==> src/sv/ssp_pkg.sv <==
// ----------------------------------------------------------------------------
// ssp_pkg: shared types and constants for the square spiral position core
// Coordinate format, saturation limits and controller/datapath signal groups.
// ----------------------------------------------------------------------------
package ssp_pkg;

    localparam int COORD_W  = 24;
    localparam int STEP_W   = 16;

    typedef logic signed [COORD_W-1:0] t_coord;
    typedef logic        [STEP_W-1:0]  t_step;

    // one unit step, 1.0 with 8 fraction bits
    localparam logic signed [COORD_W:0] UNIT_STEP = 25'sd256;
    localparam logic signed [COORD_W:0] COORD_MAX = 25'sd8388607;
    localparam logic signed [COORD_W:0] COORD_MIN = -25'sd8388608;

    // controller -> datapath
    typedef struct packed {
        logic load;   // capture request, set up the walk
        logic step;   // take one spiral step
    } t_cmd;

    // datapath -> controller
    typedef struct packed {
        logic done;   // no steps left
    } t_sts;

endpackage

==> src/sv/ssp_if.sv <==
// ----------------------------------------------------------------------------
// ssp_in_if / ssp_out_if: valid/ready channels of the spiral core
// Request channel carries the start point and step count, result the position.
// ----------------------------------------------------------------------------
interface ssp_in_if import ssp_pkg::*; ();
    logic   valid;
    logic   ready;
    t_coord start_x;
    t_coord start_y;
    t_coord start_z;
    t_step  step_count;

    modport source (output valid, start_x, start_y, start_z, step_count, input ready);
    modport sink   (input valid, start_x, start_y, start_z, step_count, output ready);
endinterface

interface ssp_out_if import ssp_pkg::*; ();
    logic   valid;
    logic   ready;
    t_coord pos_x;
    t_coord pos_y;
    t_coord pos_z;

    modport source (output valid, pos_x, pos_y, pos_z, input ready);
    modport sink   (input valid, pos_x, pos_y, pos_z, output ready);
endinterface

==> src/sv/ssp_ctrl.sv <==
// ----------------------------------------------------------------------------
// ssp_ctrl: request sequencer
// Loads a request, steps the datapath until the count runs out, holds result.
// ----------------------------------------------------------------------------
module ssp_ctrl import ssp_pkg::*; (
    input  logic i_clk,
    input  logic i_rst_n,
    input  logic i_in_valid,
    output logic o_in_ready,
    output logic o_out_valid,
    input  logic i_out_ready,
    input  t_sts i_sts,
    output t_cmd o_cmd
);

    localparam logic [1:0] ST_IDLE = 2'd0;
    localparam logic [1:0] ST_RUN  = 2'd1;
    localparam logic [1:0] ST_OUT  = 2'd2;

    logic [1:0] r_state;
    logic [1:0] n_state;

    always_comb begin
        n_state = r_state;
        case (r_state)
            ST_IDLE: begin
                if (i_in_valid) n_state = ST_RUN;
            end
            ST_RUN: begin
                if (i_sts.done) n_state = ST_OUT;
            end
            ST_OUT: begin
                if (i_out_ready) n_state = ST_IDLE;
            end
            default: n_state = ST_IDLE;
        endcase
    end

    always_ff @(posedge i_clk) begin
        if (!i_rst_n) r_state <= ST_IDLE;
        else          r_state <= n_state;
    end

    // no request is taken while reset is held
    assign o_in_ready  = i_rst_n && (r_state == ST_IDLE);
    assign o_out_valid = (r_state == ST_OUT);
    assign o_cmd.load  = o_in_ready && i_in_valid;
    assign o_cmd.step  = (r_state == ST_RUN) && !i_sts.done;

endmodule

==> src/sv/ssp_dpath.sv <==
// ----------------------------------------------------------------------------
// ssp_dpath: spiral walk datapath
// Position registers, step counter, run length, turn/sign marks, direction.
// ----------------------------------------------------------------------------
module ssp_dpath import ssp_pkg::*; #(
    parameter int COUNT_BITS = 16
) (
    input  logic   i_clk,
    input  t_cmd   i_cmd,
    input  t_coord i_start_x,
    input  t_coord i_start_y,
    input  t_coord i_start_z,
    input  t_step  i_step_count,
    output t_sts   o_sts,
    output t_coord o_pos_x,
    output t_coord o_pos_y,
    output t_coord o_pos_z
);

    // bits of the count actually used
    localparam int NW = (COUNT_BITS < STEP_W) ? COUNT_BITS : STEP_W;
    // marks run a little past the count, two extra bits keep them from wrapping
    localparam int MW = NW + 2;

    t_coord        r_x, r_y, r_z;
    logic [NW-1:0] r_rem;       // steps left
    logic [NW-1:0] r_idx;       // index of the step being taken, from 1
    logic [MW-1:0] r_run;
    logic [MW-1:0] r_turn_mark;
    logic [MW-1:0] r_sign_mark;
    logic          r_axis_x;    // 1: moving along X, 0: along Z
    logic          r_neg;       // moving in the minus direction

    logic [MW-1:0]        idx_ext;
    logic                 hit_sign, hit_turn;
    logic [MW-1:0]        n_run;
    logic signed [COORD_W:0] mv_src, mv_sum;
    t_coord               mv_sat;

    assign idx_ext  = MW'(r_idx);
    assign hit_sign = (idx_ext == r_sign_mark);
    assign hit_turn = (idx_ext == r_turn_mark);
    assign n_run    = hit_sign ? r_run + MW'(1) : r_run;

    // saturating move of the active coordinate
    always_comb begin
        mv_src = r_axis_x ? {r_x[COORD_W-1], r_x} : {r_z[COORD_W-1], r_z};
        mv_sum = r_neg ? mv_src - UNIT_STEP : mv_src + UNIT_STEP;
        if (mv_sum > COORD_MAX)      mv_sat = COORD_MAX[COORD_W-1:0];
        else if (mv_sum < COORD_MIN) mv_sat = COORD_MIN[COORD_W-1:0];
        else                         mv_sat = mv_sum[COORD_W-1:0];
    end

    always_ff @(posedge i_clk) begin
        if (i_cmd.load) begin
            r_x         <= i_start_x;
            r_y         <= i_start_y;
            r_z         <= i_start_z;
            r_rem       <= i_step_count[NW-1:0];
            r_idx       <= NW'(1);
            r_run       <= MW'(1);
            r_turn_mark <= MW'(1);
            r_sign_mark <= MW'(2);
            r_axis_x    <= 1'b0;
            r_neg       <= 1'b0;
        end else if (i_cmd.step) begin
            if (r_axis_x) r_x <= mv_sat;
            else          r_z <= mv_sat;
            r_rem       <= r_rem - NW'(1);
            r_idx       <= r_idx + NW'(1);
            r_run       <= n_run;
            r_neg       <= r_neg ^ hit_sign;
            r_axis_x    <= r_axis_x ^ hit_turn;
            if (hit_sign) r_sign_mark <= r_sign_mark + {n_run[MW-2:0], 1'b0};
            if (hit_turn) r_turn_mark <= r_turn_mark + n_run;
        end
    end

    assign o_sts.done = (r_rem == '0);
    assign o_pos_x    = r_x;
    assign o_pos_y    = r_y;
    assign o_pos_z    = r_z;

endmodule

==> src/sv/square_spiral_position_core.sv <==
// ----------------------------------------------------------------------------
// square_spiral_position_core: point reached along a square spiral
// Walks step_count unit steps from a start point in the X-Z plane.
// ----------------------------------------------------------------------------
// Usage:
//   i_req  request channel (valid/ready): start_x/y/z in signed 16.8 fixed
//          point and step_count. Only the low COUNT_BITS bits (at most
//          STEP_W) of the count are used.
//   o_res  result channel (valid/ready): pos_x/pos_z saturated, pos_y equal
//          to start_y. One result per request, in request order.
//   Timing: one request in flight at a time. A request is taken in the idle
//   state, then one spiral step per cycle in the datapath's single saturating
//   adder; the result is offered once the step count runs out.
//   Stall: the result stays on o_res with valid high until ready; no new
//   request is taken until it is delivered.
//   Reset: i_rst_n is synchronous, active low; the controller returns to idle,
//   any request in flight is dropped and o_res.valid goes low.
// ----------------------------------------------------------------------------
module square_spiral_position_core import ssp_pkg::*; #(
    parameter int COUNT_BITS = 16
) (
    input  logic      i_clk,
    input  logic      i_rst_n,
    ssp_in_if.sink    i_req,
    ssp_out_if.source o_res
);

    t_cmd cmd;
    t_sts sts;

    // sequencer: idle -> stepping -> holding result
    ssp_ctrl u_ctrl (
        .i_clk       (i_clk),
        .i_rst_n     (i_rst_n),
        .i_in_valid  (i_req.valid),
        .o_in_ready  (i_req.ready),
        .o_out_valid (o_res.valid),
        .i_out_ready (o_res.ready),
        .i_sts       (sts),
        .o_cmd       (cmd)
    );

    // walk datapath; position registers double as the result register
    ssp_dpath #(
        .COUNT_BITS (COUNT_BITS)
    ) u_dpath (
        .i_clk        (i_clk),
        .i_cmd        (cmd),
        .i_start_x    (i_req.start_x),
        .i_start_y    (i_req.start_y),
        .i_start_z    (i_req.start_z),
        .i_step_count (i_req.step_count),
        .o_sts        (sts),
        .o_pos_x      (o_res.pos_x),
        .o_pos_y      (o_res.pos_y),
        .o_pos_z      (o_res.pos_z)
    );

    // taking a request and offering a result never overlap
    a_excl: assert property (@(posedge i_clk) disable iff (!i_rst_n)
        !(i_req.ready && o_res.valid))
        else $error("request taken while a result is pending");

    // once a request is taken, the next one waits
    a_busy: assert property (@(posedge i_clk) disable iff (!i_rst_n)
        (i_req.valid && i_req.ready) |=> !i_req.ready)
        else $error("second request taken during a walk");

    // a delivered result is gone the next cycle
    a_drop: assert property (@(posedge i_clk) disable iff (!i_rst_n)
        (o_res.valid && o_res.ready) |=> !o_res.valid)
        else $error("result repeated");

    // Y is not touched by the walk
    a_y_hold: assert property (@(posedge i_clk) disable iff (!i_rst_n)
        (!i_req.ready && $past(!i_req.ready)) |-> $stable(o_res.pos_y))
        else $error("Y moved during a walk");

endmodule
==> src/flat_wrapper.sv <==
// flat-port wrapper written by rule: the top's interface ports become plain ports
module square_spiral_position_core_flat import ssp_pkg::*;
#(
    parameter int COUNT_BITS = 16
)
  (i_clk, i_rst_n, i_req_valid, i_req_start_x, i_req_start_y, i_req_start_z, i_req_step_count, i_req_ready, o_res_valid, o_res_pos_x, o_res_pos_y, o_res_pos_z, o_res_ready);
  ssp_in_if i_req_i ();
  ssp_out_if o_res_i ();
  input  logic i_clk;
  input  logic i_rst_n;
  input wire logic [$bits(i_req_i.valid)-1:0] i_req_valid;
  input wire logic [$bits(i_req_i.start_x)-1:0] i_req_start_x;
  input wire logic [$bits(i_req_i.start_y)-1:0] i_req_start_y;
  input wire logic [$bits(i_req_i.start_z)-1:0] i_req_start_z;
  input wire logic [$bits(i_req_i.step_count)-1:0] i_req_step_count;
  output wire logic [$bits(i_req_i.ready)-1:0] i_req_ready;
  output wire logic [$bits(o_res_i.valid)-1:0] o_res_valid;
  output wire logic [$bits(o_res_i.pos_x)-1:0] o_res_pos_x;
  output wire logic [$bits(o_res_i.pos_y)-1:0] o_res_pos_y;
  output wire logic [$bits(o_res_i.pos_z)-1:0] o_res_pos_z;
  input wire logic [$bits(o_res_i.ready)-1:0] o_res_ready;
  assign i_req_i.valid = i_req_valid;
  assign i_req_i.start_x = i_req_start_x;
  assign i_req_i.start_y = i_req_start_y;
  assign i_req_i.start_z = i_req_start_z;
  assign i_req_i.step_count = i_req_step_count;
  assign i_req_ready = i_req_i.ready;
  assign o_res_valid = o_res_i.valid;
  assign o_res_pos_x = o_res_i.pos_x;
  assign o_res_pos_y = o_res_i.pos_y;
  assign o_res_pos_z = o_res_i.pos_z;
  assign o_res_i.ready = o_res_ready;
  square_spiral_position_core #(.COUNT_BITS(COUNT_BITS)) u_core (.i_clk(i_clk), .i_rst_n(i_rst_n), .i_req(i_req_i), .o_res(o_res_i));
endmodule
==> config.mk <==
export PLATFORM = sky130hd
export DESIGN_NAME = square_spiral_position_core_flat
export DESIGN_NICKNAME = d
export VERILOG_FILES = /design/src/sv/ssp_pkg.sv /design/src/sv/ssp_if.sv /design/src/sv/ssp_ctrl.sv /design/src/sv/ssp_dpath.sv /design/src/sv/square_spiral_position_core.sv /design/src/flat_wrapper.sv
export SDC_FILE = /design/constraint.sdc
export NUM_CORES = 1
export LEC_CHECK = 0
export ABC_AREA = 1
export BUFFER_PORTS_ARGS = -buffer_cell sky130_fd_sc_hd__clkbuf_2
export CAP_MARGIN = 25
export CORE_ASPECT_RATIO = 1.2
export CORE_MARGIN = 4
export CORE_UTILIZATION = 57
export CTS_BUF_LIST = sky130_fd_sc_hd__clkbuf_8
export DETAILED_ROUTE_END_ITERATION = 8
export GPL_TIMING_DRIVEN = 0
export PLACE_DENSITY = 0.8
export SLEW_MARGIN = 25
export SYNTH_ARGS = -nofsm -noshare
export SYNTH_HDL_FRONTEND = slang
export SYNTH_SLANG_ARGS = --single-unit
==> constraint.sdc <==
create_clock -name i_clk -period 5.1 [get_ports i_clk]
set_input_delay 1.275 -clock i_clk [delete_from_list [all_inputs] [get_ports i_clk]]
set_output_delay 1.275 -clock i_clk [all_outputs]
set_load 0.005 [all_outputs]
==> results of run 1 <==
-- layer usage --
metal	track usage	vias to the layer above	wire, um
met4	0.1109	0	903
met1	0.3300	4481	11020
met3	0.04031	70	1588
li1	-	4861	-
met2	0.5043	338	14480
met5	0	-	0
-- worst max path at each step --
| stage | from | endpoint | slack, ps | cells past startpoint |
|---|---|---|---|---|
| after floorplan | u_core.u_dpath.r_rem[0]$_DFFE_PP_ | u_core.u_dpath.o_pos_x[0]$_DFFE_PP_ | 1570 | 11 |
| after global placement | u_core.u_dpath.r_rem[0]$_DFFE_PP_ | u_core.u_dpath.o_pos_x[21]$_DFFE_PP_ | 220 | 11 |
| after detailed placement | u_core.u_dpath.r_idx[12]$_SDFFE_PP0P_ | u_core.u_dpath.r_sign_mark[15]$_SDFFE_PP0P_ | 1040 | 21 |
| after CTS | u_core.u_dpath.r_idx[12]$_SDFFE_PP0P_ | u_core.u_dpath.r_sign_mark[15]$_SDFFE_PP0P_ | 970 | 21 |
| after global routing | u_core.u_dpath.r_idx[12]$_SDFFE_PP0P_ | u_core.u_dpath.r_sign_mark[15]$_SDFFE_PP0P_ | 560 | 21 |
| final | u_core.u_dpath.r_idx[12]$_SDFFE_PP0P_ | u_core.u_dpath.r_sign_mark[15]$_SDFFE_PP0P_ | 950 | 21 |
-- power groups by stage --
stage / clock (mW) / sequential [mW] / combinational (mW)
global route: 1.21 / 2.34 / 4.75
finish: 1.15 / 2.30 / 4.15
floorplan: 0 / 2.28 / 3.01
detailed placement: 0 / 2.32 / 4.11
global placement: 0 / 2.31 / 3.96
CTS: 1.16 / 2.30 / 4.13
-- flip-flops by register name, summed over array words and instances (netlist names) --
| name | count |
|---|---|
| u_core.u_dpath.o_pos_y | 24 |
| u_core.u_dpath.r_rem | 16 |
| u_core.u_dpath.r_run | 18 |
| u_core.u_dpath.o_pos_z | 24 |
| u_core.u_dpath.o_pos_x | 24 |
| u_core.u_dpath.r_axis_x | 1 |
| u_core.u_ctrl.r_state | 2 |
| u_core.u_dpath.r_turn_mark | 18 |
| u_core.u_dpath.r_neg | 1 |
| u_core.u_dpath.r_sign_mark | 17 |
| u_core.u_dpath.r_idx | 16 |
-- cell usage in the layout, fill, tap and decap left out, types with 4 or more instances in the layout --
cell,synthesis,layout
xor2_1,43,43
ha_1,51,51
nor2_1,97,97
buf_2,12,12
dfxtp_1,73,73
inv_1,139,139
a21oi_1,87,87
nor4_1,4,4
o22ai_1,12,12
inv_6,0,4
clkbuf_1,16,15
or2_2,5,5
a211oi_1,8,8
bufinv_16,0,6
xnor2_1,14,14
o21ai_0,80,78
clkbuf_8,0,17
clkbuf_2,0,166
nand4_1,16,16
nand3_1,51,51
a21o_1,5,5
nand2_1,464,464
edfxtp_1,88,88
a31oi_1,9,9
nand2_2,26,26
buf_6,6,6
nor3_1,18,18
-- area by class of cell --
| type | instances | area share |
|---|---|---|
| well taps | 220 | 0.02326 |
| clock buffers | 17 | 0.01977 |
| inverters | 142 | 0.04525 |
| repair buffers | 168 | 0.07613 |
| flip-flops and latches | 161 | 0.3468 |
| clock inverters | 15 | 0.02136 |
| plain buffers | 38 | 0.01787 |
| multi-input cells | 1024 | 0.4496 |
-- cell families (layout without fill, tap and decap cells) --
logic type | after synthesis | count (layout) | share of synthesized area
compound gates | 218 | 218 | 0.1199
xor+xnor | 58 | 58 | 0.05080
fa+ha+maj | 54 | 54 | 0.06880
buf+inv | 180 | 380 | 0.07349
flops | 161 | 161 | 0.4044
simple gates | 694 | 694 | 0.2826
-- critical path: cells and delay by family (launching register included) --
kind | cells | cell delay (ps)
AOI/OAI and AO/OA | 4 | 920
adders and majority gates | 1 | 480
buffers and inverters | 4 | 650
and+or+nand+nor | 12 | 1560
DFF | 1 | 450
==> results.cfg, run 1 <==
[logic_synthesis]
synth-main-ff-cell = edfxtp_1
synth.area.top_cells = edfxtp_1 26%, nand2_1 17%, dfxtp_1 14%
ys_warn_count = 0
yosysMostFrequentCell = nand2_1
yosys.cell_types.count = 48
avgSynthCellArea_um2 = 7.434
synthesis.nets = 1511
syn_inst = 1365
netlist_area_um2 = 10150
ys_seq_area_frac = 0.4044
synth_area_leader_cell = edfxtp_1
synth_commonest_cells = 464 x nand2_1, 139 x inv_1, 97 x nor2_1
synth-async-reset-ratio = 0
synth-seq-cells = 161
yosysTopAreaCellShare = 0.2604
synth_edf_count = 88

[critical_path]
cp-end-kind = flop
crit_fanout = 10
reg2reg_from = u_core.u_dpath.r_idx[12]$_SDFFE_PP0P_
cp-start-kind = flop
crit_type = reg -> reg
worstPathCellList = inv_1, nand2_1, nand2_1, nor2_1, nand2_1, nor2_1, nand2_1, buf_2, o21ai_0, inv_1, fa_1, nand3b_1, nand2_1, nand4_1, nand3_1, nand2_1, inv_1, nor2_1, o21ai_0, a21oi_1, a211oi_1
arrival_ps = 4530
slowest_stage = fa_1
rrSetupSlack_ps = 950
required_ps = 5480
reg2reg_to = u_core.u_dpath.r_sign_mark[15]$_SDFFE_PP0P_
slowest_delay_ps = 480
r2r_cells = 21
crit_top_cell = nand2_1

[placement]
dp_worst_setup_slack_ps = 1040
dpl_cell_area_um2 = 11350
port_buffers = 165
dp.cells = 1753
dp_hpwl_um = 21860
place_congestion = 0.9742

[timing]
period_minus_slack_ps = 4146
finalMaxSlewViolations = 0
fmax_mhz = 241.2
layout_setup_ws_ps = 954.4
setup_violations = 0
worstMarginPinSlew_ps = 843.5
rsz0062_at_grt = false
min_period_over_period = 0.8129
finalHoldViolCount = 0
finClkSkew_ps = 14.77
fin_tns_setup_ps = 0
hold_slack_ps = 468.0
slew_headroom = 0.4369

[pwr]
p_leak_nw = 5.775
p_per_area_nw_per_um2 = 642.4
p_int_mw = 4.142
seqPwrFrac = 0.303
combPwrFrac = 0.546
power_frac_clock = 0.152
power.switching_mw = 3.460
power_mw = 7.602
p_sw_frac = 0.4552
irDropWorstVdd_v = 0.0002675

[grt]
grt_overflow = 0
grt_pass1_vias = 9404
grt_max_degree = 28
antenna_found_initial = 0
grt_usage = 0.2797
grt_pass1_wl_um = 44490

[clock_tree]
cts_hold_buf = 0
cts-htree-levels = 4
cts_resized = 0
cts_tree = done
cts.path.max_buffers = 2
cts.sink_count = 161
cts_buffers = 17
clk_pin_slew_ps = 90
clk_latency_ps = 480
post-cts-setup-buffer-count = 0
clockRootBuffer = clkbuf_8

[job]
drv_cap = 0

[detailed_routing]
ant_nets = 0
firstDrtPassIters = 5
wl_per_cell_um = 15.68
vias = 9750
dr.first_iter.drc_count = 717
vias_per_cell = 5.462
routed_wl_um = 27990
drc = 0

[worst_hold_path]
holdPathEnd = u_core.u_dpath.r_sign_mark[17]$_SDFFE_PP0P_
hold_path_class = reg -> reg
hp-start = u_core.u_dpath.r_sign_mark[17]$_SDFFE_PP0P_
whs_path_depth = 2

[status]
status = finished clean

[floorplanning]
die_w_um = 129.8
start_util = 0.5796
dieArea_um2 = 20010
core_um2 = 17510
num_rows = 53
die_h_um = 154.2
ios = 166

[cells_and_area]
instances_no_fill = 1785
fillers = 1523
n_antenna_cell = 0
multi_input_area_um2 = 5320
fin_util = 0.6760
final_area_um2 = 11830
drive_above_1_share = 0.1712
seq_area_um2 = 4104
nets = 1698
syn2layout_area_growth_pct = 16.62
(Power assumes the default switching activity.)
==> run 2, diff against run 1 <==
- CORE_UTILIZATION: 57 -> 53
- PLACE_DENSITY: 0.8 -> 0.79
- clock period: 5.1 -> 3.3 ns (I/O delays scaled with it)
==> results.cfg, run 2 (synthesis gave the netlist of run 1 again) <==
[timing]
hold_slack_ps = 499.4
fmax_mhz = 296.3
finClkSkew_ps = 15.63
min_period_over_period = 1.023
worstMarginPinSlew_ps = 672.0
fin_tns_setup_ps = -253.3
layout_setup_ws_ps = -74.48
slew_headroom = 0.5520
period_minus_slack_ps = 3374
finalHoldViolCount = 0
finalMaxSlewViolations = 0
rsz0062_at_grt = true
setup_violations = 5

[detailed_routing]
routed_wl_um = 29970
wl_per_cell_um = 16.19
vias = 10042
drc = 0
vias_per_cell = 5.425
dr.first_iter.drc_count = 876
firstDrtPassIters = 5
ant_nets = 0

[cells_and_area]
n_antenna_cell = 0
nets = 1728
final_cell_mix = 450 x nand2_1, 166 x clkbuf_2, 119 x inv_1
drive_above_1_share = 0.2708
fillers = 1545
final_common_cell = nand2_1
syn2layout_area_growth_pct = 25.44
final_area_um2 = 12730

[grt]
antenna_found_initial = 0
gr-usage-met1 = 0.2992
grt_max_degree = 28
grt_usage = 0.2664
grt_overflow = 0
grt_pass1_vias = 9721
met3_usage = 0.03982
top_usage_layer = met2
globalRouteMet2Util = 0.4858
grt_pass1_wl_um = 46300

[critical_path]
cp-end-kind = flop
crit_type = reg -> reg
cp-start-kind = flop
required_ps = 3720
arrival_ps = 3790
crit_fanout = 6

[floorplanning]
die_h_um = 159.6
start_util = 0.5382
core_um2 = 18860
die_w_um = 134.3
num_rows = 55
ios = 166
dieArea_um2 = 21430

[job]
drv_cap = 0

[clock_tree]
cts_tree = done
cts-htree-levels = 4
cts.sink_count = 161
cts_buffers = 17
clockRootBuffer = clkbuf_8
clk_latency_ps = 490
cts.path.max_buffers = 2
clk_pin_slew_ps = 90

[placement]
dpl_cell_area_um2 = 11390
port_buffers = 165
place_congestion = 0.9460
dp_hpwl_um = 21620

[pwr]
p_per_area_nw_per_um2 = 979.4
irDropWorstVdd_v = 0.0004825
p_leak_nw = 5.960

[worst_hold_path]
hold_path_class = reg -> reg

[status]
status = complete, but fails checks
violations = negative setup slack
==> run 2: per-stage QoR <==
stage / total power, mW / cells / util / setup slack (ps)
4_1_cts: 11.79 / 1826 / 0.6420 / -6.708
3_5_place_dp: 9.918 / 1789 / 0.6042 / -789.9
2_1_floorplan: 8.162 / 1365 / - / 126.8
6_report: 12.47 / 1851 / 0.6751 / -74.48
5_1_grt: 13.53 / 1851 / 0.6751 / -245.7
3_3_place_gp: 9.688 / 1786 / 0.5989 / -804.4
==> run 2: layer usage <==
layer  share of wire  wire (um)  vias to the layer above
li1                -          -                     4923
met1            0.37      11090                     4585
met2            0.51      15380                      416
met3           0.066       1979                      118
met4           0.051       1518                        0
met5               0          0                        -
==> run 2: timing repair <==
item,4_1_cts,5_1_grt
hold buffers,0,0
setup buffers,6,26
cloned,0,1
pin swaps,6,32
setup endpoints to repair,72,66
gates resized for setup,72,117
==> run 2: final cells by class <==
| cell class | instances | area, um^2 | share of cell area |
|---|---|---|---|
| Sequential cell | 161 | 4169 | 0.3275 |
| Tap cell | 256 | 320.3 | 0.02516 |
| Inverter | 142 | 551.8 | 0.04335 |
| Buffer | 35 | 224.0 | 0.01760 |
| Clock buffer | 17 | 234.0 | 0.01838 |
| Timing Repair Buffer | 201 | 1170 | 0.09191 |
| Clock inverter | 15 | 205.2 | 0.01612 |
| Multi-Input combinational cell | 1024 | 5854 | 0.4599 |
==> run 2: power breakdown <==
group,internal (mW),switching (mW)
Sequential,3.12,0.520
Clock,0.836,0.819
Combinational,2.78,4.39
Total,6.74,5.73
==> run 2: critical path, cell delays in order (launching register included) <==
cell,delay [ps]
dfxtp_1,390
inv_2,90
nand2_1,70
nand2_1,40
nor2_1,110
nand2_2,100
nor2_4,170
nand2_4,110
buf_12,160
xor2_4,190
buf_6,130
ha_4,140
clkinvlp_4,120
fa_2,410
o21ai_2,150
nand3_1,120
nand2_2,100
nand3_2,80
nand2_4,100
nand3_2,60
nand2_1,70
xor2_1,170
nand2_1,90
a21oi_2,140
==> run 2: path summary, 6_finish.rpt <==
kind / from / to / slack (ps) / depth (start not counted)
worst max register to register: u_core.u_dpath.r_idx[11]$_SDFFE_PP0P_ / u_core.u_dpath.r_turn_mark[10]$_SDFFE_PP0P_ / -70 / 23
worst min-delay path: u_core.u_dpath.r_sign_mark[17]$_SDFFE_PP0P_ / u_core.u_dpath.r_sign_mark[17]$_SDFFE_PP0P_ / 500 / 2
worst min register to register: u_core.u_dpath.r_sign_mark[17]$_SDFFE_PP0P_ / u_core.u_dpath.r_sign_mark[17]$_SDFFE_PP0P_ / 500 / 2
worst max-delay path: u_core.u_dpath.r_idx[11]$_SDFFE_PP0P_ / u_core.u_dpath.r_turn_mark[10]$_SDFFE_PP0P_ / -70 / 23
